File: src/hdl/fault_injecting_bit_memory_macros.svh
// ----------------------------------------------------------------------------
// fault injecting bit memory assertion macros
// immediate-style wrappers for concurrent checks on clk and rst_n
// ----------------------------------------------------------------------------
`ifndef FAULT_INJECTING_BIT_MEMORY_MACROS_SVH
`define FAULT_INJECTING_BIT_MEMORY_MACROS_SVH
`ifndef SYNTHESIS
`define FIBM_ASSERT_SAME(lbl, ante, cons) \
  lbl: assert property (@(posedge clk) disable iff (!rst_n) (ante) |-> (cons)) \
    else $error("assertion failed");
`define FIBM_ASSERT_NEXT(lbl, ante, cons) \
  lbl: assert property (@(posedge clk) disable iff (!rst_n) (ante) |=> (cons)) \
    else $error("assertion failed");
`else
`define FIBM_ASSERT_SAME(lbl, ante, cons)
`define FIBM_ASSERT_NEXT(lbl, ante, cons)
`endif
`endif

File: src/hdl/fibm_pkg.sv
// ----------------------------------------------------------------------------
// fibm_pkg
// shared constants, types and helpers of the fault injecting bit memory
// ----------------------------------------------------------------------------
package fibm_pkg;

  localparam int WORDS      = 1024;
  localparam int MAX_FAULTS = 16;
  localparam int AW         = $clog2(WORDS);
  localparam int FW         = (MAX_FAULTS > 1) ? $clog2(MAX_FAULTS) : 1;
  localparam int CW         = $clog2(MAX_FAULTS + 1);

  localparam logic [31:0] STATE_CODE_MIN = 32'hC000_0000;

  localparam logic [2:0] K_RD_BIT  = 3'd0;
  localparam logic [2:0] K_WR_BIT  = 3'd1;
  localparam logic [2:0] K_RD_WORD = 3'd2;
  localparam logic [2:0] K_WR_WORD = 3'd3;
  localparam logic [2:0] K_ADD     = 3'd4;

  localparam logic [2:0] OP_RD0    = 3'd4;
  localparam logic [2:0] OP_RD1    = 3'd5;
  localparam logic [2:0] OP_STATE0 = 3'd6;
  localparam logic [2:0] OP_STATE1 = 3'd7;

  localparam logic [1:0] ST_OK    = 2'd0;
  localparam logic [1:0] ST_FULL  = 2'd1;
  localparam logic [1:0] ST_RANGE = 2'd2;

  typedef enum logic [2:0] {
    ACT_NONE,
    ACT_SINGLE,
    ACT_STATE,
    ACT_CHK_VIC,
    ACT_CHK_AGG
  } act_t;

  typedef enum logic [3:0] {
    CMD_NOP,
    CMD_CLEAR,
    CMD_CAPTURE,
    CMD_LOAD,
    CMD_CODE,
    CMD_EVAL,
    CMD_CHK,
    CMD_PUT,
    CMD_FIN_RD,
    CMD_FIN_WR,
    CMD_OUT
  } cmd_t;

  typedef struct packed {
    logic bit_access;
    logic is_write;
    logic scan_done;
    logic need_chk;
    logic need_put;
    logic chk_put;
    logic clr_done;
  } dp_sts_t;

  function automatic logic state_match(logic [31:0] c, logic b);
    return (c[31:29] == OP_STATE0 && !b) || (c[31:29] == OP_STATE1 && b);
  endfunction

  function automatic logic [7:0] set_bit(logic [7:0] d, logic [2:0] c, logic b);
    return (d & ~(8'b1 << c)) | (8'(b) << c);
  endfunction

endpackage

File: src/hdl/fibm_ctrl.sv
// ----------------------------------------------------------------------------
// fibm_ctrl
// sequencer for clearing, access handling and the fault scan
// ----------------------------------------------------------------------------
module fibm_ctrl (
  input  logic              clk,
  input  logic              rst_n,
  input  logic              in_valid,
  output logic              in_stall,
  input  logic              out_valid,
  input  logic              out_stall,
  input  fibm_pkg::dp_sts_t sts,
  output fibm_pkg::cmd_t    cmd
);

  typedef enum logic [3:0] {
    S_CLEAR,
    S_IDLE,
    S_LOAD,
    S_CODE,
    S_EVAL,
    S_CHK,
    S_PUT,
    S_FIN_RD,
    S_FIN_WR,
    S_DONE
  } state_t;

  state_t state_r, state_nxt;

  always_comb begin
    state_nxt = state_r;
    cmd       = fibm_pkg::CMD_NOP;
    case (state_r)
      S_CLEAR: begin
        cmd = fibm_pkg::CMD_CLEAR;
        if (sts.clr_done) state_nxt = S_IDLE;
      end
      S_IDLE: begin
        if (in_valid) begin
          cmd       = fibm_pkg::CMD_CAPTURE;
          state_nxt = S_LOAD;
        end
      end
      S_LOAD: begin
        cmd       = fibm_pkg::CMD_LOAD;
        state_nxt = sts.bit_access ? S_CODE : S_DONE;
      end
      S_CODE: begin
        cmd       = fibm_pkg::CMD_CODE;
        state_nxt = S_EVAL;
      end
      S_EVAL: begin
        if (sts.scan_done) begin
          state_nxt = sts.is_write ? S_FIN_RD : S_DONE;
        end else begin
          cmd = fibm_pkg::CMD_EVAL;
          if (sts.need_chk) state_nxt = S_CHK;
          else if (sts.need_put) state_nxt = S_PUT;
        end
      end
      S_CHK: begin
        cmd       = fibm_pkg::CMD_CHK;
        state_nxt = sts.chk_put ? S_PUT : S_EVAL;
      end
      S_PUT: begin
        cmd       = fibm_pkg::CMD_PUT;
        state_nxt = S_EVAL;
      end
      S_FIN_RD: begin
        cmd       = fibm_pkg::CMD_FIN_RD;
        state_nxt = S_FIN_WR;
      end
      S_FIN_WR: begin
        cmd       = fibm_pkg::CMD_FIN_WR;
        state_nxt = S_DONE;
      end
      S_DONE: begin
        if (!out_valid || !out_stall) begin
          cmd       = fibm_pkg::CMD_OUT;
          state_nxt = S_IDLE;
        end
      end
      default: state_nxt = S_IDLE;
    endcase
  end

  always_ff @(posedge clk) begin
    if (!rst_n) begin
      state_r <= S_CLEAR;
    end else begin
      state_r <= state_nxt;
    end
  end

  assign in_stall = (state_r != S_IDLE);

endmodule

File: config.mk
export PLATFORM = sky130hd
export DESIGN_NAME = fibm_ctrl
export DESIGN_NICKNAME = d
export VERILOG_FILES = /design/src/hdl/fault_injecting_bit_memory_macros.svh /design/src/hdl/fibm_pkg.sv /design/src/hdl/fibm_ctrl.sv
export SDC_FILE = /design/constraint.sdc
export NUM_CORES = 1
export LEC_CHECK = 0
export BUFFER_PORTS_ARGS = -buffer_cell sky130_fd_sc_hd__buf_2
export CORE_AREA = 2 2 39 41
export DETAILED_ROUTE_END_ITERATION = 12
export DIE_AREA = 0 0 41 43
export REMOVE_ABC_BUFFERS = 1
export SLEW_MARGIN = 10
export SYNTH_ARGS = -nofsm -noshare
export SYNTH_HDL_FRONTEND = slang
export SYNTH_SLANG_ARGS = --single-unit
export TNS_END_PERCENT = 50
File: constraint.sdc
create_clock -name clk -period 3.7 [get_ports clk]
set_clock_uncertainty 0.2 [all_clocks]
set_input_delay 0.185 -clock clk [delete_from_list [all_inputs] [get_ports clk]]
set_output_delay 0.185 -clock clk [all_outputs]
set_load 0.01 [all_outputs]
==> out/metrics.yaml <==
status:
  status: "complete, no violations"
placement:
  gp_congestion: 0.788
  placedCellCount: 89
  pre_cts_ws_ns: 2.06
  place_area_um2: 484
  portBuffers: 16
  hpwl_um: 786
setup_path:
  cp-end-kind: "output port"
  r2r_cells: 4
  critPathCapture: "cmd[3]"
  worstSetupStartpoint: "state_r[3]"
  r2r_end: "state_r[3]"
  cp-start-kind: "register"
  rrSetupSlack_ns: 2.06
  cp.required_ns: 3.31
  reg2reg_from: "state_r[0]"
  worstPathArrival_ns: 1.49
  path_max_fanout: 8
  critPathKind: "register to output port"
global_routing:
  grt_max_degree: 16
  gr-usage-all-layers_pct: 15.0
  grt_pass1_vias: 443
  grt_pass1_wl_mm: 1.84
  grt.overflow.total: 0
  antenna_found_initial: 0
logic_synthesis:
  synth_cell_types: 29
  synth_xor_area_share_pct: 0
  ys.warnings.count: 0
  postSynthCellCount: 60
  synth_top_family_by_area: "compound AO/OA/AOI/OAI gates"
  yosys.area_share.adder_pct: 0
  muxShareOfSynthArea_pct: 0
  ys_ff_latch: 4
  synth_edf_count: 0
  ys_seq_area_share_pct: 19.8
  synth_area_um2: 404
  synth.avg_cell_area_um2: 6.74
  yosys_most_used_dff: "dfxtp_1"
  yosys.area_share.simple_pct: 35.0
  synth-async-reset-ratio_pct: 0
  synth_compound_area_share_pct: 37.5
detailed_routing:
  dr.first_iter.drc_count: 19
  wirelength_mm: 1.04
  viasPerCell: 5.38
  num_vias: 495
  route.detailed.drc: 0
  ant_nets: 0
  dr.pass1.iters: 4
  wl_per_cell_um: 11.3
finish:
  antennaDiodeCount: 0
  fin_cells: 92
  top_register: "state_r"
  stdcell_area_um2: 507
  drive_gt1_share_pct: 28.9
  nets: 90
  largest_reg_flops: 4
  fillers: 155
  layout_commonest_cell: "buf_2"
  final_cell_mix: "buf_2 (16), nor2_1 (10), a21oi_1 (8)"
  reg_top3: "state_r: 4 flops"
  area_growth_pct: 25.4
clocking:
  clk_latency_ns: 0.23
  cts_tree: "yes"
  ctsResizeCount: 0
  hold_buffers: 0
  cts-root-buf: "clkbuf_4"
  cts_inserted_buffers: 3
  path_clk_slew_ns: 0.04
  cts_max_level: 1
  clock_path_buffers: 2
  post-cts-setup-buffers: 0
  clock_sinks: 4
pwr:
  cellPowerDensity_nw_per_um2: 288
  comb_power_share_pct: 28.7
  swShare_pct: 30.8
  internal-power_uw: 101
  p_sw_uw: 45.0
  pwr-share-clk_pct: 35.4
  seqPwrFrac_pct: 35.9
  p_leak_uw: 0.000221
  irDropWorstVdd_v: 0.000156
sta:
  post-route-period-util_pct: 50.8
  max_slew_margin_pct: 70.1
  setup-violations-final: 0
  fin_tns_setup_ns: 0
  rsz0062_at_grt: "false"
  post-route-min-period_ns: 1.88
  hold_viol: 0
  setup_slack_ns: 1.82
  max_freq_mhz: 532
  tightest_slew_ns: 0.448
  slew_violations: 0
hold_path:
  hold_path.class: "input pin to register"
job:
  cap_violations: 0
floorplanning:
  die_x_um: 41
  dieArea_um2: 1760
  core.rowCount: 14
  start_util_pct: 29.2
  die_h_um: 43
  num_io_pins: 17
  core_area_um2: 1380
## power by group through the flow
stage	registers (uW)	clock network [uW]	logic [uW]
4_1_cts	52.4	55.9	42.1
3_5_place_dp	53.1	0	41.9
5_1_grt	53.3	59.5	47.8
2_1_floorplan	51.3	0	26.3
6_report	52.4	51.7	41.9
3_3_place_gp	52.8	0	42.4
## routing by layer
| metal | up-vias | track usage, % | share of wire (%) |
|---|---|---|---|
| met5 | - | 0 | 0 |
| met4 | 0 | 8.00 | 0 |
| met3 | 0 | 3.14 | 7.9 |
| met2 | 16 | 21.3 | 46 |
| met1 | 227 | 20.3 | 46 |
| li1 | 252 | - | - |
## stage by stage
stage | power [uW] | hold slack [ns] | util, %
after floorplan | 77.7 | 0.113 | -
after global placement | 95.2 | 0.245 | 35.0
after detailed placement | 94.9 | 0.262 | 35.0
after CTS | 150 | 0.0131 | 36.6
after global routing | 161 | 0.0239 | 36.6
final | 146 | 0.0227 | 36.6
## critical path, stage by stage, from the launching register on
cell and delay [ns]:
dfxtp_1 0.45, or3b_4 0.43, a31oi_1 0.15, a41o_1 0.11, buf_2 0.12
## worst min-delay path by stage
stage | cells after the start | slack (ns) | startpoint | endpoint
4_1_cts | 2 | 0.01 | rst_n | state_r[3]
3_5_place_dp | 2 | 0.26 | rst_n | state_r[3]
3_3_place_gp | 2 | 0.25 | rst_n | state_r[3]
2_1_floorplan | 1 | 0.11 | rst_n | state_r[3]
6_report | 2 | 0.02 | rst_n | state_r[3]
5_1_grt | 2 | 0.02 | rst_n | state_r[3]
## layout make-up
class | count | area [um^2] | share of cell area, %
Inverter | 3 | 11.3 | 2.22
Tap cell | 16 | 20.0 | 3.95
Multi-Input combinational cell | 50 | 293 | 57.8
Sequential cell | 4 | 80.1 | 15.8
Timing Repair Buffer | 16 | 80.1 | 15.8
Clock buffer | 3 | 22.5 | 4.44
## cell usage after synthesis, types with 2 or more instances
cell	n	area share (%)
o21ai_0	4	5.0
buf_4	2	3.7
inv_1	3	2.8
nand3_1	2	2.5
a21boi_0	2	3.7
nor2_1	10	9.3
dfxtp_1	4	20
nand2_1	5	4.6
a21oi_1	8	9.9
## cells by family (layout without fill, tap and decap cells)
logic type	after synthesis	after routing
buffers and inverters	6	22
AOI/OAI and AO/OA	23	23
and+or+nand+nor	27	27
DFF	4	4
Note: power is estimated with default switching activity, not from simulation.
